==> src/rtl/core/s27g_pkg.sv <==
package s27g_pkg;

  localparam int SIZE_W   = 11;
  localparam int BETA_W   = 16;
  localparam int IDX_W    = 31;
  localparam int COEF_W   = 24;
  localparam int REG_IDX_W = 2;
  localparam int IN_DATA_W  = 8;
  localparam int OUT_DATA_W = 88;

  localparam logic [SIZE_W-1:0] SIZE_RESET = SIZE_W'(16);
  localparam logic [BETA_W-1:0] BETA_RESET = BETA_W'(2048);

  // q12 coefficients
  localparam logic signed [COEF_W-1:0] COEF_DIAG = COEF_W'(106496);
  localparam logic signed [COEF_W-1:0] COEF_OFF  = -COEF_W'(4096);

  typedef enum logic [REG_IDX_W-1:0] {
    REG_SIZE_X = 2'd0,
    REG_SIZE_Y = 2'd1,
    REG_SIZE_Z = 2'd2,
    REG_BETA   = 2'd3
  } reg_idx_t;

  // neighbour offset code along one axis
  typedef enum logic [1:0] {
    OFF_NEG = 2'd0,
    OFF_MID = 2'd1,
    OFF_POS = 2'd2
  } off_t;

  typedef struct packed {
    logic load;
    logic plane;
    logic zmul;
    logic sum;
    logic base;
    logic emit;
    logic advance;
  } dp_cmd_t;

  typedef struct packed {
    logic out_free;
    logic cand_last;
  } dp_status_t;

endpackage

==> src/rtl/core/stencil27_matrix_row_generator.sv <==
// one transaction in gives one matrix row of 1 to 27 entries; the next transaction is taken only
// once the last entry of the row has been issued. Setup runs load, plane, z multiply, row sum
// and base steps, then a serial scan of the 27 neighbour slots, one slot per cycle while the
// output is free, issues an entry for each slot inside the grid; the scan ends at the row's
// last valid slot, so 14 to 27 slots are scanned per row
// reset: synchronous, active high; point returns to zero, sizes to 16, beta to 0.5
module stencil27_matrix_row_generator #(
  parameter int DIM_BITS = 10
) (
  input  logic                                clk,
  input  logic                                rst,
  input  logic                                cfg_valid,
  output logic                                cfg_ready,
  input  logic [s27g_pkg::REG_IDX_W-1:0]      cfg_index,
  input  logic [s27g_pkg::BETA_W-1:0]         cfg_data,
  input  logic                                s_tvalid,
  output logic                                s_tready,
  input  logic [s27g_pkg::IN_DATA_W-1:0]      s_tdata,   // restart
  output logic                                m_tvalid,
  input  logic                                m_tready,
  output logic [s27g_pkg::OUT_DATA_W-1:0]     m_tdata,   // row_index, col_index, coef
  output logic                                m_tlast,
  output logic [0:0]                          m_tuser    // grid_done
);
  import s27g_pkg::*;

  logic [SIZE_W-1:0] size_x, size_y, size_z;
  logic [BETA_W-1:0] skew_beta;
  dp_cmd_t           cmd;
  dp_status_t        status;

  assign cfg_ready = 1'b1;

  always_ff @(posedge clk) begin
    if (rst) begin
      size_x    <= SIZE_RESET;
      size_y    <= SIZE_RESET;
      size_z    <= SIZE_RESET;
      skew_beta <= BETA_RESET;
    end else if (cfg_valid) begin
      case (reg_idx_t'(cfg_index))
        REG_SIZE_X: size_x    <= cfg_data[SIZE_W-1:0];
        REG_SIZE_Y: size_y    <= cfg_data[SIZE_W-1:0];
        REG_SIZE_Z: size_z    <= cfg_data[SIZE_W-1:0];
        REG_BETA:   skew_beta <= cfg_data;
        default: begin
        end
      endcase
    end
  end

  s27g_ctrl u_ctrl (
    .clk      (clk),
    .rst      (rst),
    .s_tvalid (s_tvalid),
    .s_tready (s_tready),
    .status   (status),
    .cmd      (cmd)
  );

  s27g_dp #(
    .DIM_BITS (DIM_BITS)
  ) u_dp (
    .clk       (clk),
    .rst       (rst),
    .cmd       (cmd),
    .status    (status),
    .restart   (s_tdata[0]),
    .size_x    (size_x),
    .size_y    (size_y),
    .size_z    (size_z),
    .skew_beta (skew_beta),
    .m_tvalid  (m_tvalid),
    .m_tready  (m_tready),
    .m_tdata   (m_tdata),
    .m_tlast   (m_tlast),
    .m_tuser   (m_tuser)
  );

endmodule

==> src/rtl/core/s27g_ctrl.sv <==
module s27g_ctrl (
  input  logic                  clk,
  input  logic                  rst,
  input  logic                  s_tvalid,
  output logic                  s_tready,
  input  s27g_pkg::dp_status_t  status,
  output s27g_pkg::dp_cmd_t     cmd
);
  import s27g_pkg::*;

  typedef enum logic [5:0] {
    ST_IDLE  = 6'b000001,
    ST_PLANE = 6'b000010,
    ST_ZMUL  = 6'b000100,
    ST_ROW   = 6'b001000,
    ST_BASE  = 6'b010000,
    ST_EMIT  = 6'b100000
  } state_t;

  state_t state;
  state_t state_next;

  assign s_tready = (state == ST_IDLE);

  always_comb begin
    state_next = state;
    cmd        = '0;
    case (state)
      ST_IDLE: begin
        if (s_tvalid) begin
          cmd.load   = 1'b1;
          state_next = ST_PLANE;
        end
      end
      ST_PLANE: begin
        cmd.plane  = 1'b1;
        state_next = ST_ZMUL;
      end
      ST_ZMUL: begin
        cmd.zmul   = 1'b1;
        state_next = ST_ROW;
      end
      ST_ROW: begin
        cmd.sum    = 1'b1;
        state_next = ST_BASE;
      end
      ST_BASE: begin
        cmd.base   = 1'b1;
        state_next = ST_EMIT;
      end
      ST_EMIT: begin
        if (status.out_free) begin
          cmd.emit = 1'b1;
          if (status.cand_last) begin
            cmd.advance = 1'b1;
            state_next  = ST_IDLE;
          end
        end
      end
      default: begin
        state_next = ST_IDLE;
      end
    endcase
  end

  always_ff @(posedge clk) begin
    if (rst) begin
      state <= ST_IDLE;
    end else begin
      state <= state_next;
    end
  end

  a_emit_in_emit_state: assert property (@(posedge clk) disable iff (rst)
    cmd.emit |-> state == ST_EMIT && !s_tready)
    else $error("emit issued outside emit state");

  a_accept_starts_setup: assert property (@(posedge clk) disable iff (rst)
    s_tvalid && s_tready |=> state == ST_PLANE)
    else $error("accepted transaction did not start setup");

  a_advance_once: assert property (@(posedge clk) disable iff (rst)
    cmd.advance |=> !cmd.advance && !cmd.emit)
    else $error("point advanced twice for one row");

endmodule

==> src/rtl/core/s27g_dp.sv <==
module s27g_dp #(
  parameter int DIM_BITS = 10
) (
  input  logic                                clk,
  input  logic                                rst,
  input  s27g_pkg::dp_cmd_t                   cmd,
  output s27g_pkg::dp_status_t                status,
  input  logic                                restart,
  input  logic [s27g_pkg::SIZE_W-1:0]         size_x,
  input  logic [s27g_pkg::SIZE_W-1:0]         size_y,
  input  logic [s27g_pkg::SIZE_W-1:0]         size_z,
  input  logic [s27g_pkg::BETA_W-1:0]         skew_beta,
  output logic                                m_tvalid,
  input  logic                                m_tready,
  output logic [s27g_pkg::OUT_DATA_W-1:0]     m_tdata,
  output logic                                m_tlast,
  output logic [0:0]                          m_tuser
);
  import s27g_pkg::*;

  localparam int EW = DIM_BITS + 1;
  localparam int CW = (EW > SIZE_W) ? EW : SIZE_W;
  localparam logic [CW-1:0] LIM = CW'(1) << DIM_BITS;

  function automatic logic [EW-1:0] eff_size(input logic [SIZE_W-1:0] r);
    logic [CW-1:0] rw;
    rw = CW'(r);
    if (r == '0) begin
      eff_size = EW'(1);
    end else if (rw > LIM) begin
      eff_size = EW'(LIM);
    end else begin
      eff_size = EW'(rw);
    end
  endfunction

  function automatic logic axis_ok(input off_t off, input logic lo, input logic hi);
    case (off)
      OFF_NEG: axis_ok = lo;
      OFF_MID: axis_ok = 1'b1;
      OFF_POS: axis_ok = hi;
      default: axis_ok = 1'b0;
    endcase
  endfunction

  logic [DIM_BITS-1:0] px, py, pz;
  logic [EW-1:0]       nx, ny, nz;
  logic [EW-1:0]       nx_cfg, ny_cfg, nz_cfg;
  logic signed [BETA_W-1:0] beta;
  logic [IDX_W-1:0]    plane, yn, zp, row, base_m, base_p;
  logic                xlo, xhi, ylo, yhi, zlo, zhi;
  off_t                cdx, cdy, cdz;
  off_t                dxl, dyl, dzl;
  logic                outside;
  logic                cand_valid;
  logic                last_point;
  logic [IDX_W-1:0]    zsel, ysel, dsel, col;
  logic signed [COEF_W-1:0] beta_ext, coef;
  logic [IDX_W-1:0]    out_row, out_col;
  logic [COEF_W-1:0]   out_coef;
  logic                out_last, out_grid;

  assign nx_cfg = eff_size(size_x);
  assign ny_cfg = eff_size(size_y);
  assign nz_cfg = eff_size(size_z);
  assign outside = (EW'(px) >= nx_cfg) || (EW'(py) >= ny_cfg) || (EW'(pz) >= nz_cfg);

  // candidate neighbour checks
  assign cand_valid = axis_ok(cdx, xlo, xhi) && axis_ok(cdy, ylo, yhi) &&
                      axis_ok(cdz, zlo, zhi);
  assign dxl = xhi ? OFF_POS : OFF_MID;
  assign dyl = yhi ? OFF_POS : OFF_MID;
  assign dzl = zhi ? OFF_POS : OFF_MID;
  assign status.cand_last = (cdx == dxl) && (cdy == dyl) && (cdz == dzl);
  assign status.out_free  = !m_tvalid || m_tready;
  assign last_point = !xhi && !yhi && !zhi;

  always_comb begin
    case (cdz)
      OFF_NEG: zsel = base_m;
      OFF_POS: zsel = base_p;
      default: zsel = row;
    endcase
    case (cdy)
      OFF_NEG: ysel = '0 - IDX_W'(nx);
      OFF_POS: ysel = IDX_W'(nx);
      default: ysel = '0;
    endcase
    case (cdx)
      OFF_NEG: dsel = {IDX_W{1'b1}};
      OFF_POS: dsel = IDX_W'(1);
      default: dsel = '0;
    endcase
  end

  assign col = zsel + ysel + dsel;

  assign beta_ext = COEF_W'(beta);
  always_comb begin
    if (cdx == OFF_MID && cdy == OFF_MID) begin
      case (cdz)
        OFF_NEG: coef = COEF_OFF - beta_ext;
        OFF_POS: coef = COEF_OFF + beta_ext;
        default: coef = COEF_DIAG;
      endcase
    end else begin
      coef = COEF_OFF;
    end
  end

  // scan point
  always_ff @(posedge clk) begin
    if (rst) begin
      px <= '0;
      py <= '0;
      pz <= '0;
    end else if (cmd.load) begin
      if (restart || outside) begin
        px <= '0;
        py <= '0;
        pz <= '0;
      end
    end else if (cmd.advance) begin
      if (xhi) begin
        px <= px + DIM_BITS'(1);
      end else begin
        px <= '0;
        if (yhi) begin
          py <= py + DIM_BITS'(1);
        end else begin
          py <= '0;
          if (zhi) begin
            pz <= pz + DIM_BITS'(1);
          end else begin
            pz <= '0;
          end
        end
      end
    end
  end

  // row setup
  always_ff @(posedge clk) begin
    if (cmd.load) begin
      nx   <= nx_cfg;
      ny   <= ny_cfg;
      nz   <= nz_cfg;
      beta <= skew_beta;
    end
    if (cmd.plane) begin
      plane <= IDX_W'(nx) * IDX_W'(ny);
      yn    <= IDX_W'(py) * IDX_W'(nx);
      xlo   <= (px != '0);
      ylo   <= (py != '0);
      zlo   <= (pz != '0);
      xhi   <= (EW'(px) + EW'(1)) < nx;
      yhi   <= (EW'(py) + EW'(1)) < ny;
      zhi   <= (EW'(pz) + EW'(1)) < nz;
    end
    if (cmd.zmul) begin
      zp <= IDX_W'(pz) * plane;
    end
    if (cmd.sum) begin
      row <= zp + yn + IDX_W'(px) + IDX_W'(1);
    end
    if (cmd.base) begin
      base_m <= row - plane;
      base_p <= row + plane;
    end
  end

  // neighbour scan, dz then dy then dx
  always_ff @(posedge clk) begin
    if (rst) begin
      cdx <= OFF_NEG;
      cdy <= OFF_NEG;
      cdz <= OFF_NEG;
    end else if (cmd.base) begin
      cdx <= OFF_NEG;
      cdy <= OFF_NEG;
      cdz <= OFF_NEG;
    end else if (cmd.emit) begin
      if (cdx != OFF_POS) begin
        cdx <= off_t'(cdx + 2'd1);
      end else begin
        cdx <= OFF_NEG;
        if (cdy != OFF_POS) begin
          cdy <= off_t'(cdy + 2'd1);
        end else begin
          cdy <= OFF_NEG;
          cdz <= off_t'(cdz + 2'd1);
        end
      end
    end
  end

  // output register
  always_ff @(posedge clk) begin
    if (rst) begin
      m_tvalid <= 1'b0;
    end else if (cmd.emit && cand_valid) begin
      m_tvalid <= 1'b1;
    end else if (m_tready) begin
      m_tvalid <= 1'b0;
    end
  end

  always_ff @(posedge clk) begin
    if (cmd.emit && cand_valid) begin
      out_row  <= row;
      out_col  <= col;
      out_coef <= coef;
      out_last <= status.cand_last;
      out_grid <= status.cand_last && last_point;
    end
  end

  assign m_tdata    = {2'b00, out_coef, out_col, out_row};
  assign m_tlast    = out_last;
  assign m_tuser[0] = out_grid;

  a_last_is_valid: assert property (@(posedge clk) disable iff (rst)
    cmd.emit |-> (!status.cand_last || cand_valid))
    else $error("last neighbour of a row lies outside the grid");

  a_grid_done_ends_row: assert property (@(posedge clk) disable iff (rst)
    m_tvalid && m_tuser[0] |-> m_tlast)
    else $error("grid end flagged on an entry that does not end its row");

  a_point_in_grid: assert property (@(posedge clk) disable iff (rst)
    cmd.advance |=> (EW'(px) < nx) && (EW'(py) < ny) && (EW'(pz) < nz))
    else $error("scan point left the grid");

endmodule

==> config.mk <==
export PLATFORM = sky130hd
export DESIGN_NAME = stencil27_matrix_row_generator
export DESIGN_NICKNAME = d
export VERILOG_FILES = /design/src/rtl/core/s27g_pkg.sv /design/src/rtl/core/stencil27_matrix_row_generator.sv /design/src/rtl/core/s27g_ctrl.sv /design/src/rtl/core/s27g_dp.sv
export SDC_FILE = /design/constraint.sdc
export NUM_CORES = 2
export LEC_CHECK = 0
export ABC_AREA = 1
export ABC_CLOCK_PERIOD_IN_PS = 12700
export BUFFER_PORTS_ARGS = -buffer_cell sky130_fd_sc_hd__buf_2
export CAP_MARGIN = 0
export CORE_AREA = 4 4 317 225
export DETAILED_ROUTE_END_ITERATION = 16
export DIE_AREA = 0 0 321 229
export HOLD_SLACK_MARGIN = 0.06
export PLACE_DENSITY = 0.77
export SKIP_LAST_GASP = 1
export SLEW_MARGIN = 30
export SYNTH_ARGS = -nofsm -noshare
export SYNTH_HDL_FRONTEND = slang
export SYNTH_HIERARCHICAL = 1
export SYNTH_SLANG_ARGS = --single-unit
export TNS_END_PERCENT = 20
==> constraint.sdc <==
create_clock -name clk -period 12.7 [get_ports clk]
set_input_delay 2.54 -clock clk [delete_from_list [all_inputs] [get_ports clk]]
set_output_delay 2.54 -clock clk [all_outputs]
set_load 0.01 [all_outputs]
# --- Word-level counts from Yosys, hierarchy flattened ---
# Cells that the tools add are included.
# Widths: inputs -> output; s select.
op_classes:
  n_addsub: 19
  mul: 3
  n_div: 0
  magnitude_cmp: 9
  eq_ne: 26
  shift: 0
  mux: 46
  bitwise: 2
  n_reduce_logical: 40
op_table:
  columns: ["op", "count"]
  rows:
  - ["$pmux 31 s2", 3]
  - ["$mux 10", 13]
  - ["$mux 11", 6]
  - ["$add 31x31->31", 2]
  - ["$pmux 24 s2", 1]
  - ["$pmux 6 s6", 1]
  - ["$add 10x1->11 const B", 3]
  - ["$ge 10x11->1", 3]
  - ["$gt 11x11->1 const B", 3]
  - ["$logic_not 11->1", 3]
  - ["$lt 11x11->1", 3]
  - ["$add 31x1->31 const B", 1]
  - ["$add 31x10->31", 1]
  - ["$add 31x21->31", 1]
  - ["$add 31x22->31", 1]
  - ["$mul 10x22->31", 1]
  - ["$sub 31x22->31", 1]
  - ["$add 10x1->10 const B", 3]
  - ["$reduce_bool 10->1", 3]
  - ["$mul 11x11->22", 1]
  - ["$mul 10x11->21", 1]
  - ["$mux 6", 3]
  - ["$add 13x16->17 const A", 1]
  - ["$sub 13x16->17 const A", 1]
  - ["26 further kinds", 85]
word_totals:
  regBits: 402
  latchBits: 0
  mem_bits_rw: 0
  mem_bits_ro: 0
  output_inout_bits: 93
  wordCells: 178
  mem_count: 0

# --- Depth between registers and ports, before layout ---
logic_depth:
  ltp_word: 9
  ltp_mapped: 23
  mapped_depth_nobuf: 23

# --- Cells and area by module ---
# The synthesis kept the hierarchy.
by_module_without_submodules:
  columns: ["module", "n_inst", "cells_per_inst", "area_each_um2", "seq_area_each_um2"]
  rows:
  - ["s27g_dp", 1, 4485, 36901.6, 9839.4]
  - ["stencil27_matrix_row_generator", 1, 313, 2035.7, 980.9]
  - ["s27g_ctrl", 1, 47, 344.1, 120.1]

# --- Worst setup path before layout ---
# Ideal clock, no wire load.
synth_path:
  path_type: "input to register"
  from: "input m_tready"
  to: "register u_dp.out_last, in the netlist u_dp/m_tlast, enable pin"
  arrival_time_ns: 8.740
  required_ns: 12.075
  slack_ns: 3.334
  path_stages: 7
  path_cell_list: "inv_1 > nand2_1 > inv_1 > nor2_1 > nor3b_1 > inv_1 > nor3_1"
synth_rtl:
  columns: ["item", "line", "source"]
  rows:
  - ["start: declaration", "stencil27_matrix_row_generator.sv:20", "input logic m_tready,"]
  - ["end signal: assignment", "s27g_dp.sv:213", "out_last <= status.cand_last;"]
  - ["end: declaration", "s27g_dp.sv:61", "logic out_last, out_grid;"]

# --- Worst setup path after layout ---
layout_path:
  from: "register u_dp.plane[13]"
  to: "register u_dp.zp[30] (data pin)"
layout_via:
  elab_chain_len: 1
layout_lines:
  columns: ["item", "line", "source"]
  rows:
  - ["start: declaration", "s27g_dp.sv:50", "logic [IDX_W-1:0] plane, yn, zp, row, base_m, base_p;"]
  - ["start signal: assignment", "s27g_dp.sv:151", "plane <= IDX_W'(nx) * IDX_W'(ny);"]
  - ["$mul 10x22->31", "s27g_dp.sv:161", "zp <= IDX_W'(pz) * plane;"]
  - ["end signal: assignment", "s27g_dp.sv:161", null]
  - ["end: declaration", "s27g_dp.sv:50", null]
# Every way passes these cells.
# A chain may end at the register's enable or synchronous reset.

==> results.md <==
* Outcome: completed
* Die Ht at 229 microns
* Synth Area in Simple Gates at 17.95%
* Routed len/inst at 16.80 microns
* Crit Path Category: reg -> reg
* Port bufs at 113
* CP required at 13.00 ns
* TNS Setup at 0 ns
* Main combinational cell family by area after synthesis: adder cells
* Routed wire length at 97340 microns
* Total track usage at 26.76%
* HP Start: skew_beta[12]$_SDFFE_PP0P_
* XOR/XNOR Fraction of Synth Area at 4.236%
* Largest cells by area after synthesis: edfxtp_1 23%, fa_1 18%, ha_1 11%
* Hold Path Depth at 0
* Final Non-Filler Cells at 5794
* Setup bufs post-CTS at 0
* Register area share after synthesis at 27.85%
* Drt pass-1 iters at 6
* Num ports at 124
* Area grow syn2layout at 6.855%
* Post-synth ARST share at 0%
* Endpoint class of the critical path: register
* CP max-delay cell: edfxtp_1
* Critical Path Max Stage Delay at 0.82 ns
* CTS Sinks at 395
* CTS tree: done
* Worst-path cell chain: nand2_1 -> fa_1 -> inv_1 -> fa_1 -> inv_1 -> fa_1 -> inv_1 -> fa_1 -> inv_1 -> fa_1 -> inv_1 -> ha_1 -> nand2_1 -> nor2_1 -> inv_1 -> nor4_1 -> nand2_1 -> o211ai_1 -> xor2_1
* Pleak at 0.02179 uW
* Post-route minimum period at 5.677 ns
* Vias in the first global route at 30820
* Grt total ovfl at 0
* Initial core utilization at 57.71%
* Setup WS pre-CTS at 6.961 ns
* Flop2flop setup slack at 7.02 ns
* Yosys warning total at 6
* Final worst-path cycle share at 44.70%
* RSZ-0062 raised after global routing: no
* Hold Path Class: reg -> reg
* Post-synthesis mux area share at 0%
* Root Driver: clkbuf_16
* Hpwl dp at 76910 microns
* Worst skew pair latency at 0.63 ns
* Synth Flop Type: edfxtp_1
* Worst flop-to-flop path endpoint: u_dp/zp[30]$_DFFE_PP_
* Layout cell share with drive strength beyond 1 at 5.172%
* Yosys reg bits at 395
* # DRC at 0
* Worst-path clk slew at 0.07 ns
* GP Congestion at 0.9418
* Critical path arrival at 5.98 ns
* Final Max Tran Viols at 0
* Worst Reg-to-Reg Cells at 19
* Final Worst Setup Slack at 7.023 ns
* Via count at 31480
* Synth area leader: edfxtp_1
* # setup viols final at 0
* Routing usage on met2 at 39.99%
* Num CTS Buffers at 42
* Largest net degree at the start of global routing at 63
* Maximum clock frequency at 176.1 MHz
* H-Tree Depth at 2
* Die area at 0.07351 sq mm
* Element type at the critical path start: register
* Placed cell count at 5717
* Crit Path Max Fanout at 12
* Gr busiest metal: met1
* Syn Area/Cell at 8.108 sq um
* Compound-Gate Fraction of Synth Area at 8.728%
* Synth Instances at 4845
* DRT antenna net count at 0
* Initial drt markers at 3040
* Synth Cell Area at 0.03928 sq mm
* MaxCap Viol Count at 0
* Synth cell types at 59
* Slew @ Worst Pin at 0.9601 ns
* Die width at 321 microns
* Peak VDD IR at 0.0003231 V
* Layout Skew at 0.06839 ns
* Initial antenna violation count at 0
* Most used cell, CP: inv_1
* Met3 Use GR at 4.669%
* Global-route wire length before repair at 159700 microns
* EDFF count, synth at 303
* Adder-cell share of the synthesized area at 29.34%
* Synth top area share at 23.16%
* Deepest clock path buffer count at 3
* Antenna diodes at 0
* Via density at 5.434
* Cts-stage hold buffer count at 0
* Relative slew margins at 35.95%
* FF-to-FF Start: u_dp/plane[13]$_DFFE_PP_
* Top-count cell post-synth: nand2_1
* GR Util met1 at 40.80%
* Post-synth top cells: 1076 x nand2_1, 1034 x inv_1, 361 x ha_1
* Row count at 80
* Hold Fails Final Rpt at 0
* CTS resizes at 0
* CORE AREA at 0.06807 sq mm
* PwrDens at 121.8 mW/mm^2
* Final nets at 5602
* Hold Path End: u_dp/beta[12]$_DFFE_PP_
[critical path: cells and delay by family (launching register included)]
kind,cells,cell delay (ns)
AOI/OAI and AO/OA,1,0.17
xor gates and xnor gates,1,0.11
adders and majority gates,6,3.02
buffers and inverters,6,0.34
DFF,1,0.82
and+or+nand+nor,5,0.88
[area by class of cell]
class                   instances  area, sq um
repair buffers                143        810.8
clock inverters                26        351.6
clock buffers                  50         1081
well taps                     902         1129
fillers                      5898        26090
inverters                    1043         3915
flip-flops and latches        395        10940
multi-input cells            3235        23750
[kinds of logic after synthesis]
logic type / Yosys count
AO/OA/AOI/OAI: 596
XOR/XNOR: 190
adder cells (fa/ha/maj): 711
buffers and inverters: 1216
flip-flops: 395
other: 2
AND/OR/NAND/NOR: 1735
[how the worst max path moves through the flow]
| stage | from | to | cells past startpoint |
|---|---|---|---|
| floorplan | m_tready | u_dp/m_tlast$_DFFE_PP_ | 7 |
| global placement | u_dp/cdz[0]$_SDFFE_PP0P_ | u_dp/out_col[17]$_DFFE_PP_ | 16 |
| detailed placement | u_dp/cdz[0]$_SDFFE_PP0P_ | u_dp/out_col[17]$_DFFE_PP_ | 16 |
| CTS | u_dp/cdz[0]$_SDFFE_PP0P_ | u_dp/out_col[17]$_DFFE_PP_ | 16 |
| global route | u_dp/plane[12]$_DFFE_PP_ | u_dp/zp[30]$_DFFE_PP_ | 19 |
| finish | u_dp/plane[13]$_DFFE_PP_ | u_dp/zp[30]$_DFFE_PP_ | 19 |
[metrics by stage]
stage,total power [uW],hold WS [ns],cell area (sq um),util [%]
floorplan,3240,0.4082,39290,-
global placement,3774,0.4131,40490,59.48
detailed placement,3828,0.4179,40500,59.50
CTS,5127,0.4364,41930,61.60
global route,5509,0.4491,41970,61.67
finish,5114,0.4344,41970,61.67
[metal layers]
metal  wire length (microns)  vias up  part of all wire [%]
met3                    9181      124                   9.4
met1                   45480    14990                    47
met5                       0        -                     0
met2                   40770     1195                    42
li1                        -    15180                     -
met4                    1917        0                   2.0
[layout by cell type (no fill, tap or decap), types with 15 or more instances in the layout]
master     instances
nand2_1         1076
inv_1           1032
ha_1             360
nor2_1           352
fa_1             350
edfxtp_1         303
a21oi_1          290
nand3_1          155
xor2_1           148
o21ai_0          138
buf_2            113
dfxtp_1           91
nor3_1            54
nand4_1           42
clkbuf_16         42
xnor2_1           42
buf_4             29
a21o_1            22
a22o_1            20
nor4_1            18
o21bai_1          16
o21ai_1           15
[where the power goes]
part           internal, uW  switching, uW
Sequential             1530           93.8
Clock                   727            558
Combinational           795           1420
[state kept, by name (all words and copies together), names as in the netlist, 16 cells and up]
| signal | count |
|---|---|
| u_dp/zp | 31 |
| u_dp/out_coef | 18 |
| u_dp/yn | 21 |
| u_dp/base_p | 30 |
| u_dp/out_row | 31 |
| u_dp/base_m | 31 |
| u_dp/row | 31 |
| u_dp/plane | 22 |
| u_dp/beta | 16 |
| skew_beta | 16 |
| u_dp/out_col | 31 |
Power figures use the tool's default switching activity.
